[src/rtl/pse_ram.sv]
//------------------------------------------------------------------------------
// pse_ram
// Generic single-port-write, single-port-read RAM with registered read data.
//------------------------------------------------------------------------------
module pse_ram #(
    parameter int unsigned WIDTH = 32,
    parameter int unsigned DEPTH = 64
) (
    input  logic                     clk,
    input  logic                     wr_en,
    input  logic [$clog2(DEPTH)-1:0] wr_addr,
    input  logic [WIDTH-1:0]         wr_data,
    input  logic [$clog2(DEPTH)-1:0] rd_addr,
    output logic [WIDTH-1:0]         rd_data
);

    logic [WIDTH-1:0] mem [DEPTH];

    always_ff @(posedge clk)
    begin
        if (wr_en)
        begin
            mem[wr_addr] <= wr_data;
        end
        rd_data <= mem[rd_addr];
    end

endmodule

[config.mk]
export PLATFORM = sky130hd
export DESIGN_NAME = pse_ram
export DESIGN_NICKNAME = d
export VERILOG_FILES = /design/src/rtl/pse_ram.sv
export SDC_FILE = /design/constraint.sdc
export NUM_CORES = 2
export LEC_CHECK = 0
export BUFFER_PORTS_ARGS = -buffer_cell sky130_fd_sc_hd__buf_2
export CORE_ASPECT_RATIO = 1.25
export CORE_MARGIN = 2
export CORE_UTILIZATION = 55
export CTS_BUF_LIST = sky130_fd_sc_hd__clkbuf_16
export DETAILED_ROUTE_END_ITERATION = 12
export PLACE_DENSITY = 0.68
export SLEW_MARGIN = 20
export SYNTH_ARGS = -nofsm -noshare
export SYNTH_HDL_FRONTEND = slang
export SYNTH_SLANG_ARGS = --single-unit
[constraint.sdc]
create_clock -name clk -period 4.3 [get_ports clk]
set_clock_uncertainty 0.2 [all_clocks]
set_input_delay 0.43 -clock clk [delete_from_list [all_inputs] [get_ports clk]]
set_output_delay 0.43 -clock clk [all_outputs]
set_load 0.02 [all_outputs]
==> flow_metrics.tcl <==
set metrics [dict create \
    antenna_left 0 \
    ioPinCount 78 \
    finalSetupViolCount 0 \
    netlist_area_sq_mm 0.07852 \
    synth_area_leaders "edfxtp_1, mux4_2, mux2i_1" \
    ys_ff_latch 2080 \
    syn_inst 3324 \
    p_leak_nw 27.90 \
    port_buffers 77 \
    clockBufferDepth 3 \
    yosysMostFrequentCell "edfxtp_1" \
    die-width_microns 341.9 \
    clk_latency_ps 820 \
    synth.avg_cell_area_sq_um 23.62 \
    layout-drive-gt1-share_pct 30.24 \
    dr_total_vias 37510 \
    worst_setup_path_end_kind "register" \
    whs_ps 22.48 \
    fin_crit_sh_pct 74.08 \
    yosys.area.top_type "edfxtp_1" \
    overflow 0 \
    synthArstFlopShare_pct 0 \
    drt-wirelength-per-cell_microns 35.33 \
    startpoint_type "input port" \
    synthFlopType "edfxtp_1" \
    dr.pass1.iters 6 \
    required_ps 4730 \
    yosysUniqueCellTypes 34 \
    powerDensity_mw_per_mm2 461.7 \
    min_period_ps 3186 \
    synthTopCellsByCount "edfxtp_1, mux4_2, nor2_1, mux2i_1, o22ai_1" \
    h-tree-depth 4 \
    grt_max_degree 75 \
    crit_chain "buf_8 > buf_4 > mux4_2 > mux2i_1 > nor2_1 > o32ai_1 > nor3_1" \
    synth-edff-count 2048 \
    core_sq_mm 0.1423 \
    rsz0062_at_grt "false" \
    maxCapViolCount 0 \
    finalPower_mw 40.96 \
    synthToLayoutAreaGrowth_pct 12.97 \
    dpl.hpwl_microns 114200 \
    die_area_sq_mm 0.1458 \
    grt_use_met3_pct 5.306 \
    final-max-slew-violation-count 0 \
    final_nets 3661 \
    yosysWarningCount 0 \
    netlist.area_leader.share_pct 78.33 \
    critical_path_class "in -> reg" \
    grt_first_pass_wirelength_microns 281900 \
    grt-busiest-layer "met2" \
    grt_pass1_vias 38340 \
    cp_top_family "buffers and inverters" \
    cp_max_fo 74 \
    gp_congestion 0.8474 \
    slowest_delay_ps 770 \
    peakVddDrop_mv 0.4730 \
    antenna_found_initial 11 \
    syn-num-nets 3370 \
    tritoncts "yes" \
    drcViolationCount 0 \
    cpMaxStageDelayCell "o32ai_1" \
    outcome "finished, final reports clean" \
    finalHoldViolCount 0 \
    cts.sinks 2080 \
    start_util_pct 55.16 \
    path_buf_inv 2 \
    rows 155 \
    relSlewSlack_pct 24.70 \
    cts_buffers 189 \
    grtUsageMet2_pct 46.44 \
    cp.arrival_ps 3620 \
    synth-seq-area-share_pct 79.14 \
    grt_use_total_pct 27.99 \
    drt_iter0_markers 4896 \
    dieHeight_microns 426.4 \
    via_per_inst 6.617 \
    fin_setup_tns_ps 0 \
    worst_slew_pin_slew_ps 1130 \
    met1_usage_pct 37.48 \
    clk_pin_slew_worst_paths_ps 70 \
    clock.fmax_mhz 313.9 \
    clockRootBuffer "clkbuf_16" \
    drt_wl_total_microns 200200 \
    hold_path.class "in -> reg" \
]
==> layer usage <==
layer  wire length (microns)  share of wire [%]  vias up
met5                      46              0.023        -
met4                    7791                3.9        6
met3                   19280                9.6      371
met2                  100900                 50     2131
met1                   72170                 36    20170
li1                        -                  -    14830
==> final cells by class <==
class | count | area [sq um]
multi-input cells | 1062 | 15970
diodes | 7 | 17.52
well taps | 1884 | 2357
clock inverters | 156 | 1040
repair buffers | 282 | 2245
flip-flops and latches | 2080 | 62140
fillers | 9394 | 53650
clock buffers | 197 | 4930
==> worst paths after layout <==
| kind | end | slack [ps] | cells past startpoint | from |
|---|---|---|---|---|
| max | rd_data[8] | 1110 | 7 | rd_addr[2] |
| min | mem[15][8] | 20 | 1 | wr_data[8] |
| max reg2reg | rd_data[8] | 1370 | 5 | mem[39][8] |
| min reg2reg | rd_data[20] | 580 | 4 | mem[28][20] |
==> power by group <==
group / switching [mW] / total [mW] / internal, mW
logic: 1.42 / 2.21 / 0.791
registers: 0.110 / 22.6 / 22.4
clock network: 7.16 / 16.2 / 9.03
total: 8.69 / 41.0 / 32.3
==> cells by family after synthesis <==
family | share of synthesized area (%)
AO/OA/AOI/OAI | 1.673
multiplexers | 16.79
buffers and inverters | 1.128
flip-flops | 79.14
AND/OR/NAND/NOR | 1.265
==> registers in the layout (all words and copies together), names as in the netlist <==
signal	flops
mem	2048
rd_data	32
==> stage by stage <==
step / cell area [sq um] / instances / utilization (%) / setup slack (ps)
floorplan: 78520 / 3324 / - / 510.2
global placement: 82580 / 5296 / 58.01 / 440.9
detailed placement: 82580 / 5296 / 58.01 / 474.7
CTS: 88660 / 5660 / 62.28 / 1376
global route: 88680 / 5662 / 62.30 / 1188
finish: 88700 / 5668 / 62.31 / 1114
==> cells in the final DEF (no fill, tap or decap), types with 5 or more instances in the layout <==
cell              n
edfxtp_1       2048
clkinvlp_4        7
a311oi_1          8
a22oi_1          12
bufinv_16        13
buf_2            70
clkbuf_16       197
nor2b_1          15
diode_2           7
inv_6             6
o221ai_1         27
nor2_4           62
buf_12           20
clkinv_1         43
o22ai_1          84
clkinv_2         33
a21oi_1          62
nand3_1           5
nand2_1          26
mux4_2          544
nor3_1            5
mux2i_1          93
dfxtp_1          32
nor2_1           74
inv_1            51
dlygate4sd3_1    12
buf_4           177
nand3b_1          5
nand2b_1          8
==> repair_timing <==
item	in CTS	in global routing
hold buffers	11	1
gates resized for setup	0	0
endpoints found under the setup margin	0	0
endpoints found under the hold margin	261	31
setup buffers	0	0
(Power assumes the default switching activity.)
