## config.mk

```make
export PLATFORM = sky130hd
export DESIGN_NAME = pse_alu
export DESIGN_NICKNAME = d
export VERILOG_FILES = /design/src/rtl/pse_pkg.sv /design/src/rtl/pse_alu.sv
export SDC_FILE = /design/constraint.sdc
export NUM_CORES = 2
export LEC_CHECK = 0
export ABC_AREA = 1
export BUFFER_PORTS_ARGS = -buffer_cell sky130_fd_sc_hd__buf_2
export CAP_MARGIN = 40
export CORE_UTILIZATION = 30
export CTS_CLUSTER_SIZE = 24
export DETAILED_ROUTE_END_ITERATION = 6
export PLACE_DENSITY = 0.47
export SLEW_MARGIN = 15
export SYNTH_ARGS = -nofsm -noshare
export SYNTH_HDL_FRONTEND = slang
export SYNTH_SLANG_ARGS = --single-unit
```

## constraint.sdc

```tcl
create_clock -name clk -period 7.7 [get_ports clk]
set_clock_uncertainty 0.15 [all_clocks]
set_input_delay 1.155 -clock clk [delete_from_list [all_inputs] [get_ports clk]]
set_output_delay 1.155 -clock clk [all_outputs]
set_load 0.05 [all_outputs]
```

## src/rtl/pse_pkg.sv

```systemverilog
//------------------------------------------------------------------------------
// pse_pkg
// Shared constants and types for the postfix stack evaluator.
//------------------------------------------------------------------------------
package pse_pkg;

    localparam int unsigned DEFAULT_STACK_DEPTH = 64;
    localparam int unsigned DATA_W = 32;
    localparam int unsigned VALUE_W = 31;
    localparam int unsigned CODE_W = 3;
    localparam int unsigned STATUS_W = 2;

    typedef enum logic [CODE_W-1:0] {
        OP_ADD = 3'd0,
        OP_SUB = 3'd1,
        OP_MUL = 3'd2,
        OP_DIV = 3'd3,
        OP_POW = 3'd4
    } op_code_t;

    typedef enum logic [STATUS_W-1:0] {
        ST_OK        = 2'd0,
        ST_UNDERFLOW = 2'd1,
        ST_DIVZERO   = 2'd2,
        ST_OVERFLOW  = 2'd3
    } status_t;

    // Handshake between the evaluator control and the iterative math unit.
    typedef struct packed {
        logic             start;
        logic [CODE_W-1:0] code;
        logic [DATA_W-1:0] a;
        logic [DATA_W-1:0] b;
    } alu_req_t;

    typedef struct packed {
        logic              done;
        logic [DATA_W-1:0] value;
        logic              div_zero;
    } alu_rsp_t;

endpackage

```

## src/rtl/pse_alu.sv

```systemverilog
//------------------------------------------------------------------------------
// pse_alu
// Iterative arithmetic unit: add, subtract, multiply, restoring divide and
// square-and-multiply power, one step per cycle for the long operations.
//------------------------------------------------------------------------------
module pse_alu (
    input  logic              clk,
    input  logic              rst_n,
    input  pse_pkg::alu_req_t req,
    output pse_pkg::alu_rsp_t rsp
);
    import pse_pkg::*;

    typedef enum logic [2:0] {S_IDLE, S_DIV, S_POW_MUL, S_POW_SQ, S_DONE} state_t;

    state_t            state_reg;
    logic [DATA_W-1:0] acc_reg;
    logic [DATA_W-1:0] base_reg;
    logic [DATA_W-1:0] exp_reg;
    logic [DATA_W-1:0] rem_reg;
    logic [DATA_W-1:0] den_reg;
    logic [5:0]        cnt_reg;
    logic              neg_reg;
    logic              dz_reg;

    logic [DATA_W-1:0] mag_a;
    logic [DATA_W-1:0] mag_b;
    logic [DATA_W:0]   rem_shift;
    logic [DATA_W:0]   rem_diff;
    logic [DATA_W-1:0] prod;

    assign mag_a = req.a[DATA_W-1] ? (~req.a + 1'b1) : req.a;
    assign mag_b = req.b[DATA_W-1] ? (~req.b + 1'b1) : req.b;
    assign rem_shift = {rem_reg, acc_reg[DATA_W-1]};
    assign rem_diff = rem_shift - {1'b0, den_reg};
    assign prod = (state_reg == S_POW_MUL) ? acc_reg * base_reg : base_reg * base_reg;

    always_ff @(posedge clk or negedge rst_n)
    begin
        if (!rst_n)
        begin
            state_reg <= S_IDLE;
            dz_reg    <= 1'b0;
        end
        else
        begin
            case (state_reg)
                S_IDLE:
                begin
                    if (req.start)
                    begin
                        dz_reg <= 1'b0;
                        case (req.code)
                            OP_ADD:
                            begin
                                acc_reg   <= req.a + req.b;
                                state_reg <= S_DONE;
                            end
                            OP_SUB:
                            begin
                                acc_reg   <= req.a - req.b;
                                state_reg <= S_DONE;
                            end
                            OP_MUL:
                            begin
                                acc_reg   <= req.a * req.b;
                                state_reg <= S_DONE;
                            end
                            OP_DIV:
                            begin
                                if (req.b == '0)
                                begin
                                    acc_reg   <= '0;
                                    dz_reg    <= 1'b1;
                                    state_reg <= S_DONE;
                                end
                                else
                                begin
                                    acc_reg   <= mag_a;
                                    rem_reg   <= '0;
                                    den_reg   <= mag_b;
                                    neg_reg   <= req.a[DATA_W-1] ^ req.b[DATA_W-1];
                                    cnt_reg   <= 6'(DATA_W);
                                    state_reg <= S_DIV;
                                end
                            end
                            OP_POW:
                            begin
                                if (req.b[DATA_W-1])
                                begin
                                    if (req.a == 32'd1)
                                    begin
                                        acc_reg <= 32'd1;
                                    end
                                    else if (req.a == '1)
                                    begin
                                        acc_reg <= req.b[0] ? '1 : 32'd1;
                                    end
                                    else
                                    begin
                                        acc_reg <= '0;
                                        dz_reg  <= (req.a == '0);
                                    end
                                    state_reg <= S_DONE;
                                end
                                else
                                begin
                                    acc_reg   <= 32'd1;
                                    base_reg  <= req.a;
                                    exp_reg   <= req.b;
                                    state_reg <= S_POW_MUL;
                                end
                            end
                            default:
                            begin
                                acc_reg   <= '0;
                                state_reg <= S_DONE;
                            end
                        endcase
                    end
                end
                S_DIV:
                begin
                    if (!rem_diff[DATA_W])
                    begin
                        rem_reg <= rem_diff[DATA_W-1:0];
                        acc_reg <= {acc_reg[DATA_W-2:0], 1'b1};
                    end
                    else
                    begin
                        rem_reg <= rem_shift[DATA_W-1:0];
                        acc_reg <= {acc_reg[DATA_W-2:0], 1'b0};
                    end
                    cnt_reg <= cnt_reg - 1'b1;
                    if (cnt_reg == 6'd1)
                    begin
                        state_reg <= S_DONE;
                        if (neg_reg)
                        begin
                            acc_reg <= ~{acc_reg[DATA_W-2:0], !rem_diff[DATA_W]} + 1'b1;
                        end
                    end
                end
                S_POW_MUL:
                begin
                    if (exp_reg == '0)
                    begin
                        state_reg <= S_DONE;
                    end
                    else
                    begin
                        if (exp_reg[0])
                        begin
                            acc_reg <= prod;
                        end
                        state_reg <= S_POW_SQ;
                    end
                end
                S_POW_SQ:
                begin
                    base_reg  <= prod;
                    exp_reg   <= exp_reg >> 1;
                    state_reg <= S_POW_MUL;
                end
                S_DONE:
                begin
                    state_reg <= S_IDLE;
                end
                default:
                begin
                    state_reg <= S_IDLE;
                end
            endcase
        end
    end

    assign rsp.done = (state_reg == S_DONE);
    assign rsp.value = acc_reg;
    assign rsp.div_zero = dz_reg;

endmodule

```

==> results.tsv <==
metric	value	unit
status	finished clean	
synth.largest_area_cell	fa_1	
detail_route.iter0.violations	3576	
tightest_slew	0.8891	ns
finalCritPeriodShare	97.90	%
worstSetupEndpointType	flop	
wl_met2	105.9	mm
regArea	5085	sq um
hpwl	187.8	mm
synth_cell_types	63	
drv_slew	0	
num_io_pins	104	
grt_start_max_net_pins	61	
fp-row-count	165	
cts_sinks	170	
nNetsFinal	10130	
required	7.79	ns
synth_seq_area_share	8.275	%
synth_cells	8130	
clk_pin_slew	0.09	ns
fmax	132.7	MHz
gp_congestion	0.9430	
synth_edf_count	166	
initial_core_util	30.28	%
fill_cells	21480	
vias	52070	
critPathKind	flop to flop	
postCtsHoldBufs	0	
antenna_found_initial	15	
clkLatencyLatePin	0.52	ns
slew_headroom	40.66	%
grt_pass1_vias	55190	
viasPerCell	4.681	
top_layer_used	met5	
drc_errors	0	
cts_tree	yes	
fin_ws	0.1619	ns
multi_input_area	46920	sq um
setup_viol	0	
grt.total_usage	22.02	%
dieArea	206700	sq um
firstDrtPassIters	5	
die_y	454.6	um
avgSynthCellArea	7.559	sq um
yosys_most_used_dff	edfxtp_1	
max_cap_viol_count	0	
hp-class	input port to async pin	
cp-start-kind	flop	
cts_made_buffers	17	
ys_seq_elements	170	
wl_met3	10.48	mm
synth_top_area_share	38.60	%
place_ws	-0.5678	ns
synth_area	61450	sq um
cts_buffer_depth	2	
finalHoldViolations	0	
ant_nets	0	
layout-drive-gt1-share	10.23	%
port_buffers	103	
hold_ws	0.3129	ns
crit_path_max_fanout	14	
wl_met1	101.1	mm
rsz0062_at_grt	yes	
synth_area_leaders	fa_1 (39%), inv_1 (14%), nand2_1 (12%), ha_1 (9.0%), edfxtp_1 (8.1%)	
post-route-min-period	7.538	ns
clockRootBuffer	clkbuf_16	
syn_nets	9829	
fp.dieW	454.6	um
r2r-start	base_reg[3]	
setup.worst_path.start	base_reg[3]	
h-tree-depth	4	
grt_overflow	0	
synth_warnings	0	
async_reset_ff_share	2.353	%
wirelength	224.2	mm
grt_first_pass_wirelength	343.4	mm
crit_arrival	7.63	ns
core-area	202900	sq um
wire_per_inst	20.16	um
synthToLayoutAreaGrowth	14.42	%
-- Yosys cell counts, drive strengths merged, types with 5 or more instances --
| cell type | instances |
|---|---|
| o221ai | 6 |
| o21bai | 14 |
| o21ai | 316 |
| a31oi | 19 |
| nor4 | 32 |
| nor3 | 61 |
| a21o | 27 |
| nand3 | 213 |
| edfxtp | 166 |
| o211ai | 17 |
| a211oi | 18 |
| o31ai | 8 |
| xor2 | 115 |
| xnor2 | 77 |
| clkbuf | 238 |
| inv | 2269 |
| fa | 1185 |
| nor2 | 255 |
| a21boi | 10 |
| buf | 141 |
| nand3b | 24 |
| nand2 | 2036 |
| nand4 | 51 |
| a21oi | 305 |
| ha | 444 |
| or2 | 34 |
| o2111ai | 7 |
| nor3b | 5 |
| o21a | 9 |
-- metrics by stage --
step                utilization, %   TNS, ns  instance area, sq um  cells
detailed placement           33.91    -6.451                 68820  11060
floorplan                        -  -0.02071                 61500   8130
global placement             33.89    -5.798                 68780  11060
global route                 34.65   -0.1556                 70310  11120
CTS                          34.23         0                 69470  11100
finish                       34.65         0                 70310  11120
-- per-layer routing --
metal  global-route usage [%]  vias up
met3                    1.516      249
met1                    30.37    26030
met4                    5.919        6
li1                         -    24440
met5                        0        -
met2                    37.09     1346
-- kinds of logic (layout without fill, tap and decap cells) --
logic type	after synthesis	count (layout)	share of synthesized area (%)
other cells	0	4	0
flops	170	170	8.275
simple gates	2717	2717	18.11
buf+inv	2651	2968	16.30
xor+xnor	192	192	2.737
fa+ha+maj	1629	1629	47.64
compound gates	771	771	6.935
-- path summary, 6_finish.rpt --
| check | to | slack [ns] | depth (start not counted) |
|---|---|---|---|
| worst max-delay path | base_reg[25] | 0.16 | 27 |
| worst min-delay path | dz_reg | 0.31 | 1 |
| worst max register to register | base_reg[25] | 0.16 | 27 |
| worst min register to register | exp_reg[16] | 0.41 | 2 |
| max in group asynchronous | state_reg[2] | 6.90 | 1 |
| min in group clk | exp_reg[16] | 0.41 | 2 |
-- timing repair --
action | in CTS | in global routing
setup buffers | 2 | 18
endpoints found under the hold margin | 0 | 0
pin swaps | 0 | 54
gates resized for setup | 6 | 149
endpoints found under the setup margin | 7 | 25
cloned | 0 | 5
-- critical path, cell delays in order (launching register included) --
cell and delay (ns):
edfxtp_1 0.50, buf_12 0.20, clkbuf_16 0.19, nand2_1 0.08
inv_1 0.08, fa_1 0.54, inv_1 0.05, fa_1 0.50
inv_1 0.05, fa_1 0.49, inv_1 0.06, fa_1 0.53
inv_1 0.06, fa_1 0.45, ha_1 0.31, fa_1 0.51
fa_1 0.42, ha_1 0.40, a21oi_1 0.24, o21a_1 0.16
o21ai_0 0.07, a21oi_1 0.14, buf_4 0.16, o21ai_0 0.21
a21o_1 0.24, or2_2 0.26, nand3_1 0.08, o21ai_0 0.09
-- final cells by class --
cell class	instances	area share, %
flip-flops and latches	170	7.232
diodes	4	0.01424
clock buffers	18	0.6104
repair buffers	664	8.289
multi-input cells	5309	66.72
clock inverters	14	0.2473
well taps	2672	4.755
inverters	2272	12.13
-- layout by cell type (no fill, tap or decap), types with 28 or more instances in the layout --
| master | Yosys | routed |
|---|---|---|
| nor3_1 | 52 | 45 |
| nand3_1 | 209 | 198 |
| buf_12 | 0 | 68 |
| xor2_1 | 115 | 115 |
| edfxtp_1 | 166 | 166 |
| or2_2 | 34 | 33 |
| xnor2_1 | 77 | 77 |
| nor4_1 | 30 | 28 |
| buf_4 | 1 | 485 |
| nand2_1 | 2028 | 2015 |
| ha_1 | 444 | 427 |
| nand4_1 | 50 | 50 |
| a21oi_1 | 304 | 281 |
| inv_1 | 2267 | 2267 |
| fa_1 | 1185 | 1178 |
| buf_2 | 31 | 87 |
| nor2_1 | 246 | 238 |
| o21ai_0 | 301 | 284 |
Power is left out: the tool's default activity adds up to more than one toggle a clock period on the data nets, which glitch-free logic cannot reach.
